File: src/rtl/core/sqh_pkg.sv
// sqh_pkg: shared types and constants for the stack/queue hybrid store.
// Used by sqh_cell, sqh_out_buf and stack_queue_hybrid. No dependencies.
package sqh_pkg;

  localparam int unsigned CapacityDef = 1024;
  localparam int unsigned WordW       = 32;

  typedef enum logic [1:0] {
    CMD_PUSH_TOP    = 2'd0,
    CMD_PUSH_BOTTOM = 2'd1,
    CMD_POP         = 2'd2,
    CMD_CLEAR       = 2'd3
  } cmd_e;

  typedef enum logic [1:0] {
    ST_OK        = 2'd0,
    ST_OVERFLOW  = 2'd1,
    ST_UNDERFLOW = 2'd2
  } status_e;

  // Per-cycle control for every cell; the shifts are shared by all cells, load is per cell.
  typedef struct packed {
    logic shift_dn;  // push on top: each cell takes its upper neighbor
    logic shift_up;  // pop: each cell takes its lower neighbor
    logic load;      // push at bottom: this cell takes the input word
  } cell_ctrl_t;

  typedef struct packed {
    logic signed [WordW-1:0] popped;
    status_e                 status;
    logic                    empty;
  } result_t;

endpackage

File: src/rtl/core/sqh_cell.sv
// sqh_cell: one word slot of the shift chain.
// Depends on sqh_pkg.
module sqh_cell (
  input  logic                       clk_i,
  input  sqh_pkg::cell_ctrl_t        ctrl_i,
  input  logic [sqh_pkg::WordW-1:0]  above_i,  // neighbor toward the top
  input  logic [sqh_pkg::WordW-1:0]  below_i,  // neighbor toward the bottom
  input  logic [sqh_pkg::WordW-1:0]  word_i,   // word pushed at the bottom
  output logic [sqh_pkg::WordW-1:0]  data_o
);
  import sqh_pkg::*;

  logic [WordW-1:0] data_q;

  always_ff @(posedge clk_i) begin
    priority if (ctrl_i.shift_dn) begin
      data_q <= above_i;
    end else if (ctrl_i.shift_up) begin
      data_q <= below_i;
    end else if (ctrl_i.load) begin
      data_q <= word_i;
    end else begin
      data_q <= data_q;
    end
  end

  assign data_o = data_q;

endmodule

File: config.mk
export PLATFORM = sky130hd
export DESIGN_NAME = sqh_cell
export DESIGN_NICKNAME = d
export VERILOG_FILES = /design/src/rtl/core/sqh_pkg.sv /design/src/rtl/core/sqh_cell.sv
export SDC_FILE = /design/constraint.sdc
export NUM_CORES = 1
export LEC_CHECK = 0
export BUFFER_PORTS_ARGS = -buffer_cell sky130_fd_sc_hd__buf_2
export CAP_MARGIN = 20
export CORE_ASPECT_RATIO = 1.5
export CORE_UTILIZATION = 30
export CTS_BUF_LIST = sky130_fd_sc_hd__clkbuf_4
export DETAILED_ROUTE_END_ITERATION = 8
export MAX_ROUTING_LAYER = met4
export PLACE_DENSITY = 0.63
export SETUP_SLACK_MARGIN = 0.02
export SLEW_MARGIN = 20
export SYNTH_ARGS = -nofsm -noshare
export SYNTH_HDL_FRONTEND = slang
export SYNTH_SLANG_ARGS = --single-unit
File: constraint.sdc
create_clock -name clk_i -period 2.1 [get_ports clk_i]
set_input_delay 0.105 -clock clk_i [delete_from_list [all_inputs] [get_ports clk_i]]
set_output_delay 0.105 -clock clk_i [all_outputs]
set_load 0.005 [all_outputs]
==> metrics <==
Max IR drop VDD 0.291 mV; Resized cells post-CTS 0; Worst slew margin 63.9%; slowest CP cell or3_1; row count 32; DRC Markers 0; Placed Area 0.00234 sq mm; Leak approximately 1.2 nW; cts hold-fix bufs 0; number of synthesized register bits 32; crit path cell chain buf_2, or3_1, buf_4; Cell Area, Synth approximately 0.0017 sq mm; DRT Wirelength 3870 um; die height 93.5 um; number of distinct library cells after synthesis 10; Critical Path RT 2170 ps; via-per-instance ratio between 4 and 5; post-route cell area 0.00239 sq mm; critical path peak fanout 12; nets@finish 371; Initial DRC Count 27; multi-input logic area 607 sq um; Pwr per Cell Area 601 mW/mm^2; # setup viols final 0; top cell type's share of synthesized area 57.4%; Via Count 1501; Synth area leaders edfxtp_1 (57%), mux2i_1 (19%), o21ai_1 (9.0%); core area approximately 0.0052 sq mm; DP HPWL 3100 um; drt first pass iters 4; number of fill cells 546; max reg flops 32; register area 961 sq um; H-tree lvl count 2; routed wire length per instance 11.4 um; synthesized instance count 140; crit path DAT between 1000 and 1500 ps; unrepaired setup endpoints after global routing false; Synth Net Count 240; number of global-route vias before repair around 1.5k; die area approximately 0.0059 sq mm; Tightest Hold Check Type input pin to register; Sinks on Clock Net 32; postcts setup bufs 0; ant diodes 0; proportion of layout cells with a drive suffix above 1 between 50% and 60%; Top Ports 132; largest net degree at the start of global routing 65; first-pass GRT wire length 6180 um; syn_area_per_cell 11.9 sq um; area grow syn2layout 43.2%; Initial Utilization 31.9%; clock slew at reported path FFs 90 ps; Max Fclk around 980 MHz; Root Buffer clkbuf_4; fin crit share 48.8%; CTS Buf Count 5; setup_tns 0 ps; Setup CP Type input pin to register; total grt overflow 0; GPL Wtd Cong 0.747; critical path endpoint category register; clk buf depth 2; input/output buffers 131; Synth warnings 0; Yosys top cell by area edfxtp_1; GRT Resource Usage Total around 14%; actual slew at the worst max-slew pin approximately 540 ps; status finished clean; final hold viol count 0; CTS tree yes; Worst Hold Path Cells 3; nature of the critical path startpoint input pin; worst stage delay on the critical path 590 ps; antenna-violating nets left 0; die width approximately 63 um; total of max-cap violations 0; Period minus WS final 1030 ps; max-slew violations 0; part of the Yosys area used for sequential elements 57.4%; initial antenna violation count 0
[cell usage after synthesis, drive strengths merged]
master / n
or3: 1
clkbuf: 1
nand2: 32
edfxtp: 32
o21ai: 32
buf: 10
mux2i: 32
[cell families (layout without fill, tap and decap cells)]
family	Yosys count	count (layout)	share of synthesized area, %
compound gates	32	32	9.57
flops	32	32	57.4
simple gates	33	33	7.55
mux	32	32	19.1
buf+inv	11	143	6.28
[layout make-up]
class                           instances  share of cell area, %
Multi-Input combinational cell         97                   25.3
Clock buffer                            7                   2.19
Timing Repair Buffer                  135                   28.6
Clock inverter                          1                  0.157
Tap cell                               68                   3.55
Sequential cell                        32                   40.1
[placed cells by master (no fill, tap or decap), drive strengths merged]
cell type | synthesis | final
nand2 | 32 | 32
mux2i | 32 | 32
edfxtp | 32 | 32
clkinv | 0 | 1
or3 | 1 | 1
o21ai | 32 | 32
clkbuf | 1 | 7
buf | 10 | 135
[where the power goes]
part           switching [mW]  leakage, nW  internal (mW)
Sequential             0.0169        0.338          0.786
Clock                   0.183       0.0338          0.154
Combinational           0.135        0.842          0.163
[routing by layer]
metal | share of wire [%] | wire (um) | GRT usage, %
met3 | 8.7 | 338 | 5.12
met5 | 0 | 0 | -
met1 | 36 | 1390 | 12.8
met4 | 2.7 | 103 | 7.36
met2 | 53 | 2040 | 25.8
[final timing paths]
check,slack (ps),startpoint,to
max,1070,ctrl_i[1],data_o[25]
min,60,above_i[31],data_o[31]
[stage by stage]
step                util (%)  hold WS [ps]  power, mW  cells  setup slack [ps]
finish                  45.7          64.5       1.44    340              1070
global route            45.7          57.4       1.53    340              1050
CTS                     45.7          49.6       1.47    340              1060
detailed placement      44.6           397       1.12    332               709
global placement        44.6           390       1.12    332               735
floorplan                  -           296      0.954    140               686
[critical path: cells and delay by family]
family	cells	cell delay, ps
and+or+nand+nor	1	590
buffers and inverters	2	400
No activity file was read; power rests on OpenSTA's default activity.
