==> src/rtl/core/sqh_pkg.sv <==
// sqh_pkg: shared types and constants for the stack/queue hybrid store.
// Used by sqh_cell, sqh_out_buf and stack_queue_hybrid. No dependencies.
package sqh_pkg;

  localparam int unsigned CapacityDef = 1024;
  localparam int unsigned WordW       = 32;

  typedef enum logic [1:0] {
    CMD_PUSH_TOP    = 2'd0,
    CMD_PUSH_BOTTOM = 2'd1,
    CMD_POP         = 2'd2,
    CMD_CLEAR       = 2'd3
  } cmd_e;

  typedef enum logic [1:0] {
    ST_OK        = 2'd0,
    ST_OVERFLOW  = 2'd1,
    ST_UNDERFLOW = 2'd2
  } status_e;

  // Per-cycle control for every cell; the shifts are shared by all cells, load is per cell.
  typedef struct packed {
    logic shift_dn;  // push on top: each cell takes its upper neighbor
    logic shift_up;  // pop: each cell takes its lower neighbor
    logic load;      // push at bottom: this cell takes the input word
  } cell_ctrl_t;

  typedef struct packed {
    logic signed [WordW-1:0] popped;
    status_e                 status;
    logic                    empty;
  } result_t;

endpackage

==> src/rtl/core/sqh_out_buf.sv <==
// sqh_out_buf: result register plus skid slot on the output channel.
// Depends on sqh_pkg.
module sqh_out_buf (
  input  logic             clk_i,
  input  logic             rst_ni,
  input  logic             push_i,
  input  sqh_pkg::result_t res_i,
  output logic             full_o,
  output logic             out_valid_o,
  input  logic             out_stall_i,
  output sqh_pkg::result_t res_o
);
  import sqh_pkg::*;

  logic    main_vld_q, main_vld_d;
  logic    skid_vld_q, skid_vld_d;
  result_t main_q, main_d;
  result_t skid_q, skid_d;
  logic    take;

  assign take = main_vld_q && !out_stall_i;

  always_comb begin
    main_vld_d = main_vld_q;
    skid_vld_d = skid_vld_q;
    main_d     = main_q;
    skid_d     = skid_q;
    if (!main_vld_q || take) begin
      if (skid_vld_q) begin
        main_d     = skid_q;
        main_vld_d = 1'b1;
        skid_d     = res_i;
        skid_vld_d = push_i;
      end else begin
        main_d     = res_i;
        main_vld_d = push_i;
      end
    end else if (push_i) begin
      skid_d     = res_i;
      skid_vld_d = 1'b1;
    end
  end

  always_ff @(posedge clk_i or negedge rst_ni) begin
    if (!rst_ni) begin
      main_vld_q <= 1'b0;
      skid_vld_q <= 1'b0;
    end else begin
      main_vld_q <= main_vld_d;
      skid_vld_q <= skid_vld_d;
    end
  end

  always_ff @(posedge clk_i) begin
    main_q <= main_d;
    skid_q <= skid_d;
  end

  assign full_o      = skid_vld_q;
  assign out_valid_o = main_vld_q;
  assign res_o       = main_q;

`ifndef SYNTHESIS
  a_skid_implies_main: assert property (@(posedge clk_i) disable iff (!rst_ni)
    skid_vld_q |-> main_vld_q)
    else $error("skid slot holds a beat while result register is empty");
  a_take_advances: assert property (@(posedge clk_i) disable iff (!rst_ni)
    (take && skid_vld_q) |=> main_vld_q)
    else $error("skid beat lost when result register was taken");
  a_push_lands: assert property (@(posedge clk_i) disable iff (!rst_ni)
    (push_i && !skid_vld_q) |=> main_vld_q)
    else $error("accepted beat did not reach the output");
`endif

endmodule

==> config.mk <==
export PLATFORM = sky130hd
export DESIGN_NAME = sqh_out_buf
export DESIGN_NICKNAME = d
export VERILOG_FILES = /design/src/rtl/core/sqh_pkg.sv /design/src/rtl/core/sqh_out_buf.sv
export SDC_FILE = /design/constraint.sdc
export NUM_CORES = 1
export LEC_CHECK = 0
export BUFFER_PORTS_ARGS = -buffer_cell sky130_fd_sc_hd__buf_4
export CAP_MARGIN = 20
export CORE_UTILIZATION = 31
export CTS_CLUSTER_SIZE = 10
export DETAILED_ROUTE_END_ITERATION = 12
export GPL_TIMING_DRIVEN = 1
export PLACE_DENSITY = 0.53
export REMOVE_ABC_BUFFERS = 1
export SLEW_MARGIN = 15
export SYNTH_ARGS = -nofsm -noshare
export SYNTH_HDL_FRONTEND = slang
export SYNTH_SLANG_ARGS = --single-unit
==> constraint.sdc <==
create_clock -name clk_i -period 2.45 [get_ports clk_i]
set_input_delay 0.49 -clock clk_i [delete_from_list [all_inputs] [get_ports clk_i]]
set_output_delay 0.49 -clock clk_i [all_outputs]
set_load 0.02 [all_outputs]
==> results of run 1 <==
layout by cell type (no fill, tap or decap):
cell type,netlist,layout
a21oi_1,1,1
a31oi_1,1,1
buf_12,0,1
buf_4,0,78
bufinv_16,0,3
clkbuf_1,0,1
clkbuf_8,0,9
clkinv_1,0,1
clkinv_2,0,1
clkinv_4,0,1
dfrtp_1,2,1
dfrtp_2,0,1
dlygate4sd3_1,0,1
edfxtp_1,70,70
mux2_2,19,19
mux2_4,17,17
nand2_2,0,1
nand2b_1,1,1
nor2_1,1,1
per-layer routing:
layer / part of all wire / up-vias / track usage / routed length [um]
met5: 0 / - / 0 / 0
met4: 0.023 / 0 / 0.07576 / 107
met3: 0.061 / 9 / 0.03668 / 282
met2: 0.49 / 47 / 0.1661 / 2237
met1: 0.43 / 666 / 0.1401 / 1980
li1: - / 637 / - / -
final timing paths:
path	start	end	depth (start not counted)
min reg2reg	skid_q[17]	res_o[17]	1
max	full_o	full_o	1
max in group asynchronous	rst_ni	full_o	2
max reg2reg	full_o	skid_q[8]	2
min in group asynchronous	rst_ni	out_valid_o	2
min	res_i[31]	skid_q[31]	1
state kept, by name, summed over array words and instances (netlist names):
register and cells:
full_o 1, res_o 35, skid_q 35, out_valid_o 1
power by group:
part | switching, mW | total [mW] | internal (mW)
combinational | 0.239 | 0.493 | 0.254
clock | 0.423 | 1.10 | 0.673
sequential | 0.0554 | 1.59 | 1.53
total | 0.717 | 3.18 | 2.46
layout make-up:
cell class,count,share of cell area
sequential,72,0.5928
timing repair buffer,80,0.1695
multi-input combinational,41,0.1368
tap,105,0.03617
clock buffer,10,0.03514
clock inverter,6,0.02962
timing repair:
action | in CTS | in global routing
hold endpoints to repair | 2 | 0
hold buffers | 1 | 0
resized for setup | 0 | 0
setup endpoints to repair | 0 | 0
through the flow:
step                hold slack, ns  setup slack [ns]  total power, mW    util  setup TNS [ns]
finish                      0.3275            0.7531            3.175  0.4377               0
global route                0.3082            0.6773            3.315  0.4377               0
detailed placement          0.2748            0.8080            2.116  0.4081               0
floorplan                   0.1944          -0.05795            1.886       -          -2.028
CTS                         0.3057            0.7057            3.226  0.4377               0
global placement            0.2751            0.8194            2.113  0.4081               0
logic make-up after synthesis:
family | share of synthesized area
compound gates | 0.004194
simple gates | 0.005125
mux | 0.1747
buf+inv | 0.01444
flops | 0.8015
==> metrics.md, run 1 <==
| Metric | Value |
|---|---|
| Worst Path Buf+Inv | `1` |
| Clk sinks | `72` |
| Clock skew | `about 0.0084 ns` |
| Die Footprint | `9037 um^2` |
| Post-synthesis sequential area ratio | `0.8015` |
| Synth Cell Area | `2685 um^2` |
| # rows | `33` |
| Port buffer count | `75` |
| Drt drc | `0` |
| Worst EP required | `1.96 ns` |
| Placed insts | `297` |
| Mean post-synth cell area | `roughly 23 um^2` |
| Multi-input logic area | `~500 um^2` |
| F_max | `~600 MHz` |
| WP data arrival | `about 1.2 ns` |
| Yosys cell types | `11` |
| Setup crit end kind | `output port` |
| EDFF count, synth | `70` |
| Kind of critical path | `flip-flop to output port` |
| Post-Place Cell Area | `3387 um^2` |
| H-tree level count | `3` |
| Cell leakage power | `1.424 nW` |
| Top cells by area, synth | `edfxtp_1 78%, mux2_4 9.5%, mux2_2 8.0%, dfrtp_1 1.9%, buf_6 1.3%` |
| Crit share post-route | `0.6926` |
| IO Count | `76` |
| Worst slew margin | `0.6910` |
| Yosys warns | `0` |
| CP max FO | `18` |
| Finished layout cell area | `3632 um^2` |
| CTS Buffer Depth | `2` |
| Nets | `around 240` |
| GRT overflow | `0` |
| Die X | `95.07 um` |
| Max_cap viols | `0` |
| Drt via density | `4.328` |
| Largest net degree at the start of global routing | `36` |
| Register Area | `2153 um^2` |
| Post-synth top cells | `70 x edfxtp_1, 19 x mux2_2, 17 x mux2_4` |
| Crit-path slowest cell | `dfrtp_2` |
| Peak supply drop | `0.0004025 V` |
| Fillcell total | `750` |
| DP HPWL | `~3100 um` |
| CTS Buf Count | `9` |
| Predominant post-synthesis flop cell | `edfxtp_1` |
| Worst-Margin Slew | `0.4635 ns` |
| Root Driver | `clkbuf_8` |
| ANT cells | `0` |
| Asr flop ratio synth | `0.02778` |
| DRT Wirelength | `4608 um` |
| Top-area cell type share of the netlist area | `0.7829` |
| Largest delay share family, worst path | `flip-flops` |
| Status | `finished clean` |
| Initial core utilization | `0.3235` |
| Tot GR Track Use | `0.1125` |
| Global-route wire length before repair | `7093 um` |
| Power Density | `874.2 nW/um^2` |
| Antenna viol nets, final | `0` |
| CTS tree | `done` |
| WL/cell | `14.68 um` |
| Unrepaired setup endpoints after global routing | `false` |
| Core ar. | `8299 um^2` |
| Minimum clock period | `1.697 ns` |
| Crit path largest cell delay | `0.64 ns` |
| Reg clk slew, reported paths | `approximately 0.080 ns` |
| Top-count cell post-synth | `edfxtp_1` |
| CP Cell Sequence | `buf_4` |
| Gpl congestion | `0.6470` |
| 1st-iter DRT viols | `22` |
| Setup slack, reg-to-reg | `0.83 ns` |
| Slew Limit Fails | `0` |
| Vias in the first global route | `~1400` |
| Synth-to-Final Area Change | `35.27%` |
| Via Count | `between 1000 and 1500` |
| Initial antenna violation count | `0` |
| Final count of negative-setup-slack endpoints | `0` |
| Drt first pass iters | `4` |
| Critical Path Source Type | `flip-flop` |
| Layout cells sized above 1 | `0.6268` |
| Post-synth top area cell | `edfxtp_1` |
| Fin cells | `approximately 310` |
| Clock Latency Late Sink | `between 0.3 and 0.4 ns` |
| #FFs+latches synth | `72` |
| Hold Path Class | `input port to flip-flop` |
| Number of post-CTS setup repair buffers | `0` |
| Die extent in y | `around 95 um` |
| Final hold viol count | `0` |
| Synthesized netlist cell count | `117` |
No activity file was read; power rests on OpenSTA's default activity.
==> run 2: changes to the inputs <==
PLACE_DENSITY = 0.51   (was 0.53)
clock period = 1.7 ns   (was 2.45 ns; I/O delays follow)
==> run 2 against run 1 <==
Compared with the run above: wire length rose by 4.0%; clock-buffer cell count did not move; combinational power rose by 47%; sequential share of layout area rose by 1.2 points; cell area fell by 2.0%; first-iteration DRC count rose by 86%; via count fell by 1.3%; largest power group unchanged; core utilization fell by 0.89 points; largest cell class unchanged; clock power rose by 11%; non-clock buffer count fell by 1.
==> metrics.md, run 2 (synthesized netlist as in run 1, its figures left out) <==
| Metric | Value |
|---|---|
| Initial core utilization | `0.3235` |
| Drt first pass iters | `4` |
| Layout Utilization | `0.4288` |
| Most frequent cells in the layout | `78 x buf_4, 70 x edfxtp_1, 18 x mux2_4, 18 x mux2_2, 9 x clkbuf_8` |
| CTS Buf Count | `9` |
| Setup slack, reg-to-reg | `0.34 ns` |
| Port buffer count | `between 70 and 80` |
| Layout cells sized above 1 | `0.6106` |
| Power Density | `1185 nW/um^2` |
| Synth-to-Final Area Change | `32.53%` |
| Critical Path Source Type | `flip-flop` |
| WHS | `0.1877 ns` |
| Setup crit end kind | `output port` |
| Unrepaired setup endpoints after global routing | `false` |
| Vias in the first global route | `~1400` |
| Clock Latency Late Sink | `0.33 ns` |
| Largest net degree at the start of global routing | `36` |
| WL/cell | `about 15 um` |
| Multi-input logic area | `between 500 and 600 um^2` |
| Hold worst-path end | `skid_q[1]` |
| Die Footprint | `9037 um^2` |
| Kind of critical path | `flip-flop to output port` |
| Antenna viol nets, final | `0` |
| Clock skew | `0.004725 ns` |
| CP max FO | `21` |
| H-tree level count | `3` |
| Fin cells | `313` |
| Global-route wire length before repair | `7258 um` |
| Hold Path Class | `input port to flip-flop` |
| Hold_sp | `res_i[1]` |
| Max_cap viols | `0` |
| Fillcell total | `about 750` |
| CTS tree | `done` |
| # rows | `33` |
| Cell leakage power | `roughly 1.4 nW` |
| Worst Hold Depth | `1` |
| Commonest non-fill, non-tap cell in the layout | `buf_4` |
| Status | `finished clean` |
| Via Count | `approximately 1300` |
| Reg clk slew, reported paths | `0.07 ns` |
| Gpl congestion | `0.6507` |
| Most used cell, CP | `buf_4` |
| RR Endpoint | `skid_q[27]` |
| CTS Buffer Depth | `2` |
| Final worst slack | `~0.13 ns` |
| Placement Setup Slack | `-0.03705 ns` |
| CP Cell Sequence | `buf_4 > buf_4` |
| DRT Wirelength | `~4800 um` |
| Register Area | `2153 um^2` |
| ANT cells | `0` |
| WP data arrival | `1.23 ns` |
| Tot GR Track Use | `0.1144` |
| Drt drc | `0` |
| Final hold viol count | `0` |
| Worst EP required | `1.36 ns` |
| Nets | `between 200 and 250` |
| Minimum clock period | `1.571 ns` |
| Reg2reg path depth | `2` |
| Worst-Margin Slew | `a little under 0.5 ns` |
| Crit path largest cell delay | `0.38 ns` |
| GRT overflow | `0` |
| Worst slew margin | `0.6736` |
| Clk sinks | `72` |
| Root Driver | `clkbuf_8` |
| Crit share post-route | `0.9240` |
| 1st-iter DRT viols | `between 40 and 50` |
| Core ar. | `slightly above 8000 um^2` |
| Peak supply drop | `0.0005979 V` |
| Final count of negative-setup-slack endpoints | `0` |
| Die X | `95.07 um` |
| Initial antenna violation count | `0` |
| F_max | `636.6 MHz` |
| Placed insts | `296` |
| Reg2Reg Launch Point | `out_valid_o` |
| Die extent in y | `about 95 um` |
| IO Count | `76` |
| Crit-path slowest cell | `dfrtp_2` |
| Slew Limit Fails | `0` |
| Drt via density | `4.288` |
run 2: changes by cell type in the layout (fill, tap and decap cells not counted), sizes merged:
cell    change
bufinv      -2
clkinv      +2
buf         -1
run 2: area by class of cell:
| type | instances | area share |
|---|---|---|
| sequential | 72 | 0.6051 |
| clock inverter | 6 | 0.01406 |
| timing repair buffer | 79 | 0.1674 |
| clock buffer | 10 | 0.03586 |
| multi-input combinational | 41 | 0.1406 |
| tap | 105 | 0.03692 |
run 2: per-stage QoR:
step / total power [mW] / area (um^2) / TNS (ns)
floorplan: 2.718 / 2646 / -38.54
global placement: 3.029 / 3367 / 0
detailed placement: 3.050 / 3367 / -1.260
CTS: 4.299 / 3555 / 0
global route: 4.419 / 3558 / 0
finish: 4.216 / 3558 / 0
run 2: report_power, final:
group	internal, mW	switching [mW]	total (mW)
Sequential	2.21	0.0586	2.27
Clock	0.656	0.567	1.22
Combinational	0.356	0.369	0.725
run 2: layer usage:
layer,global-route usage,vias up,wire (um)
met5,0,-,0
met4,0.04545,0,42
li1,-,633,-
met3,0.06300,4,400
met1,0.1291,652,1885
met2,0.1798,53,2464
run 2: critical path, delay by kind of cell (launching register included):
kind,cells,cell delay (ns)
buf+inv,2,0.52
flops,1,0.38
run 2: worst max path at each step:
stage / start / end / slack, ns
6_report: full_o / full_o / 0.13
5_1_grt: full_o / full_o / 0.06
4_1_cts: out_valid_o / skid_q[16] / 0.006
3_5_place_dp: out_stall_i / skid_q[26] / -0.04
3_3_place_gp: out_stall_i / skid_q[26] / 0.02
2_1_floorplan: full_o / skid_q[0] / -0.81
run 2: timing repair:
action,4_1_cts,5_1_grt
setup endpoints to repair,0,35
hold buffers,1,0
gates resized for setup,0,1
hold endpoints to repair,2,0
setup buffers,0,0
